===== src/rtl/mge_pkg.sv =====
package mge_pkg;

    // input word kinds, carried on s_tuser
    typedef enum logic [1:0] {
        ACT_SET_PEN = 2'd0,
        ACT_BEGIN   = 2'd1,
        ACT_BYTE    = 2'd2
    } act_t;

    // configuration register indexes
    typedef enum logic [2:0] {
        CFG_FG_COLOR       = 3'd0,
        CFG_BG_COLOR       = 3'd1,
        CFG_BG_TRANSPARENT = 3'd2,
        CFG_LINE_PITCH     = 3'd3,
        CFG_GLYPH_HEIGHT   = 3'd4
    } cfg_index_t;

    // commands handed from front to back
    typedef enum logic [1:0] {
        CMD_ABANDON = 2'd0,
        CMD_BEGIN   = 2'd1,
        CMD_BYTE    = 2'd2
    } cmd_kind_t;

    typedef enum logic {
        BK_IDLE = 1'b0,
        BK_BYTE = 1'b1
    } bk_state_t;

    typedef struct packed {
        cmd_kind_t   kind;
        logic [12:0] origin_x;
        logic [10:0] pen_y;
        logic [6:0]  width;
        logic [7:0]  bits;
    } cmd_t;

    typedef struct packed {
        logic [15:0] fg_color;
        logic [15:0] bg_color;
        logic        bg_transparent;
        logic [12:0] line_pitch;
        logic [6:0]  glyph_height;
    } cfg_t;

    localparam int          Q_DEPTH   = 4;
    localparam logic [12:0] PEN_X_MAX = 13'h1FFF;

    localparam logic [15:0] FG_RESET     = 16'hFFFF;
    localparam logic [15:0] BG_RESET     = 16'h0000;
    localparam logic [12:0] PITCH_RESET  = 13'd640;
    localparam logic [6:0]  HEIGHT_RESET = 7'd16;

endpackage


===== src/rtl/mge_queue.sv =====
module mge_queue #(
    parameter int DEPTH = 4
) (
    input  logic          aclk,
    input  logic          aresetn,
    input  logic          push,
    input  mge_pkg::cmd_t push_cmd,
    output logic          full,
    input  logic          pop,
    output logic          head_valid,
    output mge_pkg::cmd_t head_cmd
);
    import mge_pkg::*;

    localparam int PW = (DEPTH > 1) ? $clog2(DEPTH) : 1;
    localparam int CW = $clog2(DEPTH + 1);

    cmd_t          mem_reg [DEPTH];
    logic [PW-1:0] wr_ptr_reg, wr_ptr_next;
    logic [PW-1:0] rd_ptr_reg, rd_ptr_next;
    logic [CW-1:0] count_reg, count_next;
    logic          do_push, do_pop;

    assign full       = (count_reg == CW'(DEPTH));
    assign head_valid = (count_reg != '0);
    assign head_cmd   = mem_reg[rd_ptr_reg];
    assign do_push    = push & ~full;
    assign do_pop     = pop & head_valid;

    always_comb begin
        wr_ptr_next = wr_ptr_reg;
        rd_ptr_next = rd_ptr_reg;
        count_next  = count_reg;
        if (do_push) begin
            wr_ptr_next = (wr_ptr_reg == PW'(DEPTH - 1)) ? '0 : wr_ptr_reg + 1'b1;
        end
        if (do_pop) begin
            rd_ptr_next = (rd_ptr_reg == PW'(DEPTH - 1)) ? '0 : rd_ptr_reg + 1'b1;
        end
        if (do_push && !do_pop) begin
            count_next = count_reg + 1'b1;
        end else if (!do_push && do_pop) begin
            count_next = count_reg - 1'b1;
        end
    end

    always_ff @(posedge aclk) begin
        if (!aresetn) begin
            wr_ptr_reg <= '0;
            rd_ptr_reg <= '0;
            count_reg  <= '0;
        end else begin
            wr_ptr_reg <= wr_ptr_next;
            rd_ptr_reg <= rd_ptr_next;
            count_reg  <= count_next;
        end
    end

    always_ff @(posedge aclk) begin
        if (do_push) begin
            mem_reg[wr_ptr_reg] <= push_cmd;
        end
    end

endmodule


===== src/rtl/mge_front.sv =====
module mge_front #(
    parameter int MAX_GLYPH_WIDTH = 64
) (
    input  logic          aclk,
    input  logic          aresetn,
    input  logic          s_tvalid,
    output logic          s_tready,
    input  logic [1:0]    s_tuser,
    input  logic [39:0]   s_tdata,
    input  logic          q_full,
    output logic          q_push,
    output mge_pkg::cmd_t q_cmd
);
    import mge_pkg::*;

    localparam logic [7:0] W_MAX = 8'(MAX_GLYPH_WIDTH);

    logic [12:0] pen_x_reg, pen_x_next;
    logic [10:0] pen_y_reg, pen_y_next;
    logic        take;
    logic [6:0]  w_in, w_sat;
    logic [13:0] x_sum;

    always_comb begin
        s_tready   = ~q_full;
        take       = s_tvalid & ~q_full;
        pen_x_next = pen_x_reg;
        pen_y_next = pen_y_reg;
        q_push     = 1'b0;

        w_in  = s_tdata[28:22];
        w_sat = ({1'b0, w_in} > W_MAX) ? 7'(MAX_GLYPH_WIDTH) : w_in;
        x_sum = {1'b0, pen_x_reg} + 14'(w_sat);

        q_cmd.kind     = CMD_BYTE;
        q_cmd.origin_x = pen_x_reg;
        q_cmd.pen_y    = pen_y_reg;
        q_cmd.width    = w_sat;
        q_cmd.bits     = s_tdata[36:29];

        case (act_t'(s_tuser))
            ACT_SET_PEN: begin
                q_cmd.kind = CMD_ABANDON;
                q_push     = take;
                if (take) begin
                    pen_x_next = {2'b00, s_tdata[10:0]};
                    pen_y_next = s_tdata[21:11];
                end
            end
            ACT_BEGIN: begin
                q_cmd.kind = CMD_BEGIN;
                q_push     = take;
                if (take) begin
                    pen_x_next = x_sum[13] ? PEN_X_MAX : x_sum[12:0];
                end
            end
            ACT_BYTE: begin
                q_cmd.kind = CMD_BYTE;
                q_push     = take;
            end
            default: begin
                q_push = 1'b0;  // unused code, dropped
            end
        endcase
    end

    always_ff @(posedge aclk) begin
        if (!aresetn) begin
            pen_x_reg <= '0;
            pen_y_reg <= '0;
        end else begin
            pen_x_reg <= pen_x_next;
            pen_y_reg <= pen_y_next;
        end
    end

endmodule


===== src/rtl/mge_back.sv =====
module mge_back #(
    parameter int MAX_GLYPH_HEIGHT = 64,
    parameter int MAX_PITCH        = 4096
) (
    input  logic          aclk,
    input  logic          aresetn,
    input  mge_pkg::cfg_t cfg,
    input  logic          q_valid,
    input  mge_pkg::cmd_t q_cmd,
    output logic          q_pop,
    output logic          m_tvalid,
    input  logic          m_tready,
    output logic [39:0]   m_tdata,
    output logic          m_tlast
);
    import mge_pkg::*;

    localparam logic [7:0]  H_MAX = 8'(MAX_GLYPH_HEIGHT);
    localparam logic [13:0] P_MAX = 14'(MAX_PITCH);

    bk_state_t   state_reg, state_next;
    logic [12:0] origin_reg, origin_next;
    logic [10:0] base_y_reg, base_y_next;
    logic [6:0]  width_reg, width_next;
    logic [6:0]  row_reg, row_next;
    logic [6:0]  col_reg, col_next;
    logic        active_reg, active_next;
    logic [7:0]  bits_reg, bits_next;
    logic [2:0]  bitcnt_reg, bitcnt_next;
    logic        hold_valid_reg, hold_valid_next;
    logic        hold_last_reg, hold_last_next;
    logic [23:0] hold_off_reg, hold_off_next;
    logic [15:0] hold_color_reg, hold_color_next;
    logic        m_tvalid_reg, m_tvalid_next;
    logic        m_tlast_reg, m_tlast_next;
    logic [39:0] m_tdata_reg, m_tdata_next;

    logic [7:0]  h8, col_inc, row_inc;
    logic [13:0] pitch;
    logic        in_step, row_out, wrap, emit, last_step;
    logic        move, out_free, step_go, can_pop;
    logic [11:0] y_line;
    logic [25:0] prod;
    logic [23:0] offset;

    assign m_tvalid = m_tvalid_reg;
    assign m_tdata  = m_tdata_reg;
    assign m_tlast  = m_tlast_reg;

    always_comb begin
        state_next      = state_reg;
        origin_next     = origin_reg;
        base_y_next     = base_y_reg;
        width_next      = width_reg;
        row_next        = row_reg;
        col_next        = col_reg;
        active_next     = active_reg;
        bits_next       = bits_reg;
        bitcnt_next     = bitcnt_reg;
        hold_valid_next = hold_valid_reg;
        hold_last_next  = hold_last_reg;
        hold_off_next   = hold_off_reg;
        hold_color_next = hold_color_reg;
        m_tvalid_next   = m_tvalid_reg;
        m_tlast_next    = m_tlast_reg;
        m_tdata_next    = m_tdata_reg;

        h8    = ({1'b0, cfg.glyph_height} > H_MAX) ? H_MAX : {1'b0, cfg.glyph_height};
        pitch = ({1'b0, cfg.line_pitch} > P_MAX) ? P_MAX : {1'b0, cfg.line_pitch};

        // one glyph bit per cycle while no write waits on a stalled output
        in_step   = (state_reg == BK_BYTE);
        row_out   = ({1'b0, row_reg} >= h8);
        col_inc   = {1'b0, col_reg} + 8'd1;
        row_inc   = {1'b0, row_reg} + 8'd1;
        wrap      = (col_inc >= {1'b0, width_reg});
        emit      = in_step & ~row_out & (bits_reg[7] | ~cfg.bg_transparent);
        last_step = row_out | (wrap & (row_inc >= h8)) | (&bitcnt_reg);

        y_line = {1'b0, base_y_reg} + {5'b0, row_reg};
        prod   = y_line * pitch;
        offset = prod[23:0] + {11'b0, origin_reg} + {17'b0, col_reg};

        // hold keeps the newest write until we know whether it ends the byte
        move     = hold_valid_reg & (hold_last_reg | (in_step & (emit | last_step)));
        out_free = ~m_tvalid_reg | m_tready;
        step_go  = in_step & (~move | out_free);

        if (move && out_free) begin
            m_tvalid_next   = 1'b1;
            m_tdata_next    = {hold_color_reg, hold_off_reg};
            m_tlast_next    = hold_last_reg | (in_step & last_step & ~emit);
            hold_valid_next = 1'b0;
        end else if (m_tready) begin
            m_tvalid_next = 1'b0;
        end

        if (step_go) begin
            if (emit) begin
                hold_valid_next = 1'b1;
                hold_last_next  = last_step;
                hold_off_next   = offset;
                hold_color_next = bits_reg[7] ? cfg.fg_color : cfg.bg_color;
            end
            bits_next   = {bits_reg[6:0], 1'b0};
            bitcnt_next = bitcnt_reg + 3'd1;
            if (row_out) begin
                active_next = 1'b0;
            end else if (wrap) begin
                col_next = '0;
                row_next = row_inc[6:0];
                if (row_inc >= h8) begin
                    active_next = 1'b0;
                end
            end else begin
                col_next = col_inc[6:0];
            end
            if (last_step) begin
                state_next = BK_IDLE;
            end
        end

        // next command may enter on the final bit of the current byte
        can_pop = (state_reg == BK_IDLE) | (step_go & last_step);
        q_pop   = q_valid & can_pop;

        if (q_pop) begin
            case (q_cmd.kind)
                CMD_ABANDON: begin
                    active_next = 1'b0;
                end
                CMD_BEGIN: begin
                    origin_next = q_cmd.origin_x;
                    base_y_next = q_cmd.pen_y;
                    width_next  = q_cmd.width;
                    row_next    = '0;
                    col_next    = '0;
                    active_next = (q_cmd.width != '0) && (h8 != '0);
                end
                CMD_BYTE: begin
                    if (active_next) begin
                        state_next  = BK_BYTE;
                        bits_next   = q_cmd.bits;
                        bitcnt_next = '0;
                    end
                end
                default: begin
                    active_next = active_next;
                end
            endcase
        end
    end

    always_ff @(posedge aclk) begin
        if (!aresetn) begin
            state_reg      <= BK_IDLE;
            origin_reg     <= '0;
            base_y_reg     <= '0;
            width_reg      <= '0;
            row_reg        <= '0;
            col_reg        <= '0;
            active_reg     <= 1'b0;
            bitcnt_reg     <= '0;
            hold_valid_reg <= 1'b0;
            hold_last_reg  <= 1'b0;
            m_tvalid_reg   <= 1'b0;
        end else begin
            state_reg      <= state_next;
            origin_reg     <= origin_next;
            base_y_reg     <= base_y_next;
            width_reg      <= width_next;
            row_reg        <= row_next;
            col_reg        <= col_next;
            active_reg     <= active_next;
            bitcnt_reg     <= bitcnt_next;
            hold_valid_reg <= hold_valid_next;
            hold_last_reg  <= hold_last_next;
            m_tvalid_reg   <= m_tvalid_next;
        end
    end

    always_ff @(posedge aclk) begin
        bits_reg       <= bits_next;
        hold_off_reg   <= hold_off_next;
        hold_color_reg <= hold_color_next;
        m_tdata_reg    <= m_tdata_next;
        m_tlast_reg    <= m_tlast_next;
    end

endmodule


===== src/rtl/mono_glyph_color_expander.sv =====
// Monochrome glyph color expander.
// s_ channel: one word per command. s_tuser selects it: set pen, begin glyph
// (placed at the pen, pen then moves right by the width, saturating) or one
// bitmap byte, MSB first, bits running on across rows.
// m_ channel: one framebuffer write per word, offset and 16-bit color;
// m_tlast marks the final write caused by a byte. Bytes that write nothing
// produce no words.
// cfg_wr_en/cfg_addr/cfg_wdata: register writes, taken at any edge with
// cfg_wr_en high; the user must write them only while the block is idle;
// the block itself does not enforce this. Path: with the queue empty, an
// accepted byte is popped from the queue, stepped bit by bit into the hold,
// and moved from the hold into the output register when the next bit also
// writes. A write waits in the hold until the next write or the byte ends.
// Throughput: one glyph bit per cycle while no write waits on a stalled
// output, up to the 8 bits of a byte; the single bit-step unit with its
// offset multiplier sets this. The back end takes one pen or glyph command
// per cycle. s_tready only drops when the 4-entry command queue is full.
// Reset (aresetn low, synchronous): registers to defaults, pen at 0,0, no
// glyph active, queue and output emptied.
// Stall: m_tdata/m_tlast hold while m_tvalid is high and m_tready low; the
// back end stops, the queue fills, then s_tready falls.
module mono_glyph_color_expander #(
    parameter int MAX_GLYPH_HEIGHT = 64,
    parameter int MAX_GLYPH_WIDTH  = 64,
    parameter int MAX_PITCH        = 4096
) (
    input  logic        aclk,
    input  logic        aresetn,
    input  logic        s_tvalid,
    output logic        s_tready,
    input  logic [1:0]  s_tuser,    // action
    input  logic [39:0] s_tdata,    // pen_x_in[10:0], pen_y_in[21:11],
                                    // glyph_width_in[28:22], bitmap_byte[36:29]
    output logic        m_tvalid,
    input  logic        m_tready,
    output logic [39:0] m_tdata,    // pixel_offset[23:0], pixel_color[39:24]
    output logic        m_tlast,    // last_of_byte
    input  logic        cfg_wr_en,
    input  logic [2:0]  cfg_addr,
    input  logic [15:0] cfg_wdata
);
    import mge_pkg::*;

    cfg_t cfg_reg, cfg_next;
    logic q_push, q_full, q_pop, q_valid;
    cmd_t push_cmd, head_cmd;

    // register file
    always_comb begin
        cfg_next = cfg_reg;
        if (cfg_wr_en) begin
            case (cfg_index_t'(cfg_addr))
                CFG_FG_COLOR:       cfg_next.fg_color       = cfg_wdata;
                CFG_BG_COLOR:       cfg_next.bg_color       = cfg_wdata;
                CFG_BG_TRANSPARENT: cfg_next.bg_transparent = cfg_wdata[0];
                CFG_LINE_PITCH:     cfg_next.line_pitch     = cfg_wdata[12:0];
                CFG_GLYPH_HEIGHT:   cfg_next.glyph_height   = cfg_wdata[6:0];
                default:            cfg_next = cfg_reg;   // no such register
            endcase
        end
    end

    always_ff @(posedge aclk) begin
        if (!aresetn) begin
            cfg_reg.fg_color       <= FG_RESET;
            cfg_reg.bg_color       <= BG_RESET;
            cfg_reg.bg_transparent <= 1'b1;
            cfg_reg.line_pitch     <= PITCH_RESET;
            cfg_reg.glyph_height   <= HEIGHT_RESET;
        end else begin
            cfg_reg <= cfg_next;
        end
    end

    // front: pen tracking, command decode
    mge_front #(
        .MAX_GLYPH_WIDTH(MAX_GLYPH_WIDTH)
    ) u_front (
        .aclk    (aclk),
        .aresetn (aresetn),
        .s_tvalid(s_tvalid),
        .s_tready(s_tready),
        .s_tuser (s_tuser),
        .s_tdata (s_tdata),
        .q_full  (q_full),
        .q_push  (q_push),
        .q_cmd   (push_cmd)
    );

    mge_queue #(
        .DEPTH(Q_DEPTH)
    ) u_queue (
        .aclk      (aclk),
        .aresetn   (aresetn),
        .push      (q_push),
        .push_cmd  (push_cmd),
        .full      (q_full),
        .pop       (q_pop),
        .head_valid(q_valid),
        .head_cmd  (head_cmd)
    );

    // back: glyph walk and pixel writes
    mge_back #(
        .MAX_GLYPH_HEIGHT(MAX_GLYPH_HEIGHT),
        .MAX_PITCH       (MAX_PITCH)
    ) u_back (
        .aclk    (aclk),
        .aresetn (aresetn),
        .cfg     (cfg_reg),
        .q_valid (q_valid),
        .q_cmd   (head_cmd),
        .q_pop   (q_pop),
        .m_tvalid(m_tvalid),
        .m_tready(m_tready),
        .m_tdata (m_tdata),
        .m_tlast (m_tlast)
    );

endmodule


===== config.mk =====
export PLATFORM = sky130hd
export DESIGN_NAME = mono_glyph_color_expander
export DESIGN_NICKNAME = d
export VERILOG_FILES = /design/src/rtl/mge_pkg.sv /design/src/rtl/mge_queue.sv /design/src/rtl/mge_front.sv /design/src/rtl/mge_back.sv /design/src/rtl/mono_glyph_color_expander.sv
export SDC_FILE = /design/constraint.sdc
export NUM_CORES = 1
export LEC_CHECK = 0
export ABC_AREA = 1
export BUFFER_PORTS_ARGS = -buffer_cell sky130_fd_sc_hd__buf_2
export CAP_MARGIN = 10
export CORE_UTILIZATION = 45
export CTS_CLUSTER_SIZE = 14
export DETAILED_ROUTE_END_ITERATION = 10
export REMOVE_ABC_BUFFERS = 1
export SLEW_MARGIN = 20
export SYNTH_ARGS = -nofsm -noshare
export SYNTH_HDL_FRONTEND = slang
export SYNTH_SLANG_ARGS = --single-unit

===== constraint.sdc =====
create_clock -name aclk -period 10.8 [get_ports aclk]
set_input_delay 2.16 -clock aclk [delete_from_list [all_inputs] [get_ports aclk]]
set_output_delay 2.16 -clock aclk [all_outputs]
set_load 0.05 [all_outputs]

==> run_results.csv <==
group,metric,value,unit
outcome,status,"complete, no violations",
placement,portBuffers,105,
worst_setup_path,critical_path.max_stage_delay,0.53,ns
drt,route.met2.wl,22.0,mm
worst_setup_path,cp-start-kind,"flop",
clocking,post_cts_buffers,0,
grt,grt_use_total,19.3,%
synth,synth_top_family_by_area,"adder cells",
clocking,cts_resized,0,
timing,holdWs,0.416,ns
timing,layout_setup_ws,3.32,ns
synth,synth-simple-area-share,15.5,%
worst_setup_path,path_class,"flop to flop",
drt,maxUsedRoutingLayer,"met4",
floorplanning,initial_core_util,45.5,%
drt,vias_per_cell,5.07,
worst_setup_path,end_kind,"flop",
clocking,hold_buffers,0,
timing,clock_skew,0.0452,ns
final_layout,fillers,4323,
final_layout,syn2layout_area_growth,11.7,%
synth,synth_cell_types,52,
placement,pre_cts_ws,3.40,ns
timing,rsz0062_at_grt,"false",
synth,synth-xor-area-share,1.93,%
drt,avgRoutedWirePerCell,15.6,um
placement,dp_hpwl,33.0,mm
synth,async_reset_ff_share,0,%
power,p_leak,10.5,nW
timing,worst_slew_pin_slew,1.08,ns
power,power.density,193,nW/um^2
clocking,cts_buffer_depth,3,
drt,wl_met3,1.86,mm
timing,min_period,7.48,ns
grt,grt_pass1_vias,14886,
floorplanning,io_pins,109,
final_layout,diodes,0,
clocking,cts_sinks,392,
synth,synth_edf_count,245,
worst_setup_path,cp_slowest_cell,"fa_1",
final_layout,largest_reg_flops,164,
timing,fmax,134,MHz
floorplanning,dieHeight,222,um
power,power,4.67,mW
final_layout,drive_gt1_share,9.53,%
clocking,htree_num_levels,2,
clocking,cts-buffers-inserted,42,
drt,dr.pass1.iters,5,
clocking,cts_tree,"yes",
drt,drc,0,
grt,grt_pass1_wl,76.2,mm
synth,synthMuxAreaShare,0,%
synth,synth-compound-area-share,8.89,%
grt,overflow,0,
grt,grt_max_degree,84,
placement,finalWeightedCongestion,0.897,
timing,slew_headroom,27.7,%
drt,wl_met1,21.6,mm
synth,synth-seq-area-share,47.5,%
timing,fin_tns_setup,0,ns
synth,netlist_instances,2239,
hold_path,hp-class,"flop to flop",
worst_setup_path,arrival,7.77,ns
floorplanning,fp.dieW,222,um
drt,first_iter_violations,933,
synth,yosys_warnings,0,
run,max_cap_viol_count,0,
timing,setup_viol,0,
synth,synth-seq-cells,392,
synth,synth_flop_cell,"edfxtp_1",
final_layout,final_nets,2656,
clocking,clk_pin_slew,0.06,ns
drt,vias,15102,
timing,hold_viol,0,
worst_setup_path,path_max_fanout,9,
floorplanning,num_rows,80,
worst_setup_path,crit_required,11.10,ns
grt,antenna_found_initial,0,
power,peakVddDrop,0.000103,V
final_layout,multi_input_area,9970,sq um
synth,synth.avg_cell_area,9.69,sq um
clocking,worstSkewPairLatency,0.58,ns
timing,slew_viol_final,0,
floorplanning,core_area,47600,sq um
floorplanning,die_area,49100,sq um
synth,synth_fa_ha_area_share,19.5,%
timing,fin_crit_sh,69.2,%
clocking,ctsRootBufferMaster,"clkbuf_16",
drt,routed_wl,46.5,mm
worst_setup_path,crit_top_cell,"fa_1",
drt,antenna_left,0,
final_layout,regArea,10300,sq um
synth,synthesis.area,21700,sq um
-- critical path, delay by kind of cell, from the launching register on --
| kind | cells | cell delay (ns) |
|---|---|---|
| AO/OA/AOI/OAI | 3 | 0.37 |
| XOR/XNOR | 2 | 0.55 |
| adder cells (fa/ha/maj) | 9 | 3.68 |
| buffers and inverters | 4 | 0.41 |
| flip-flops | 1 | 0.50 |
| AND/OR/NAND/NOR | 12 | 1.67 |
-- cell type report --
class,instances,share of cell area [%]
clock buffer,55,4.70
tap,615,3.17
multi-input combinational,1467,41.1
sequential,392,42.5
timing repair buffer,121,2.71
inverter,305,4.73
clock inverter,21,1.04
-- worst paths after layout --
path | slack [ns] | cells after the start | start | endpoint
setup reg to reg | 3.32 | 30 | u_back.row_reg[0] | u_back.hold_off_reg[22]
setup / recovery | 3.32 | 30 | u_back.row_reg[0] | u_back.hold_off_reg[22]
hold / removal | 0.42 | 0 | u_back.hold_off_reg[9] | u_back.m_tdata[9]
hold reg to reg | 0.42 | 0 | u_back.hold_off_reg[9] | u_back.m_tdata[9]
-- layout by cell type (no fill, tap or decap), types with 5 or more instances in the layout --
master / netlist / routed
edfxtp_1: 245 / 245
clkbuf_1: 59 / 9
nand2_2: 6 / 6
nor2_4: 1 / 6
dfxtp_1: 147 / 145
clkbuf_16: 0 / 42
o211ai_1: 7 / 7
nor3_1: 11 / 11
clkinv_2: 1 / 7
ha_1: 133 / 133
nor4_1: 5 / 5
nand3_1: 65 / 65
buf_4: 1 / 15
xor2_1: 30 / 30
clkinv_1: 6 / 10
o22ai_1: 40 / 40
o21bai_1: 5 / 5
o21ai_1: 8 / 8
nand2_1: 446 / 446
fa_1: 128 / 128
nand4_1: 16 / 16
nand3_2: 6 / 6
a21oi_1: 134 / 133
o21ai_0: 138 / 138
buf_2: 7 / 105
xnor2_1: 16 / 16
a21o_1: 6 / 6
nor2_1: 229 / 224
inv_1: 294 / 294
-- per-layer routing --
metal	vias up	global-route usage, %
met1	7189	25.9
met5	-	0
met4	0	6.03
li1	7521	-
met3	71	2.52
met2	321	32.5
-- cells in the mapped netlist (2+ instances only) --
cell      count  area (sq um)
a21boi_0      2          15.0
a21o_1        6          45.0
a21oi_1     134           671
a31oi_1       2          12.5
buf_1         4          15.0
buf_2         7          35.0
buf_6         4          45.0
clkbuf_1     59           221
clkinv_1      6          22.5
dfxtp_1     147          2940
edfxtp_1    245          7360
fa_1        128          2560
ha_1        133          1660
inv_1       294          1100
inv_2         4          15.0
nand2_1     446          1670
nand2_2       6          37.5
nand2_4       2          22.5
nand3_1      65           325
nand3_2       6          60.1
nand3_4       4          70.1
nand3b_1      3          22.5
nand4_1      16           100
nor2_1      229           860
nor2_2        3          18.8
nor2_8        2          40.0
nor3_1       11          55.1
nor4_1        5          31.3
o211ai_1      7          52.6
o21a_1        4          30.0
o21ai_0     138           691
o21ai_1       8          40.0
o21bai_1      5          37.5
o22ai_1      40           250
o31ai_1       3          22.5
xnor2_1      16           140
xor2_1       30           263
-- logic make-up (layout without fill, tap and decap cells) --
| family | after synthesis | after routing |
|---|---|---|
| simple gates | 803 | 803 |
| flops | 392 | 392 |
| buf+inv | 380 | 502 |
| compound gates | 356 | 356 |
| fa+ha+maj | 261 | 261 |
| xor+xnor | 47 | 47 |
-- stage by stage --
step / cells / util [%] / area (sq um)
5_1_grt: 2976 / 50.9 / 24200
6_report: 2976 / 50.9 / 24200
2_1_floorplan: 2164 / - / 21400
4_1_cts: 2975 / 50.8 / 24200
3_3_place_gp: 2899 / 47.9 / 22800
3_5_place_dp: 2899 / 47.9 / 22800
-- report_power, final --
| part | internal, mW | switching [mW] |
|---|---|---|
| registers | 1.76 | 0.119 |
| clock network | 0.827 | 0.592 |
| logic | 0.457 | 0.911 |
(Power assumes the default switching activity.)
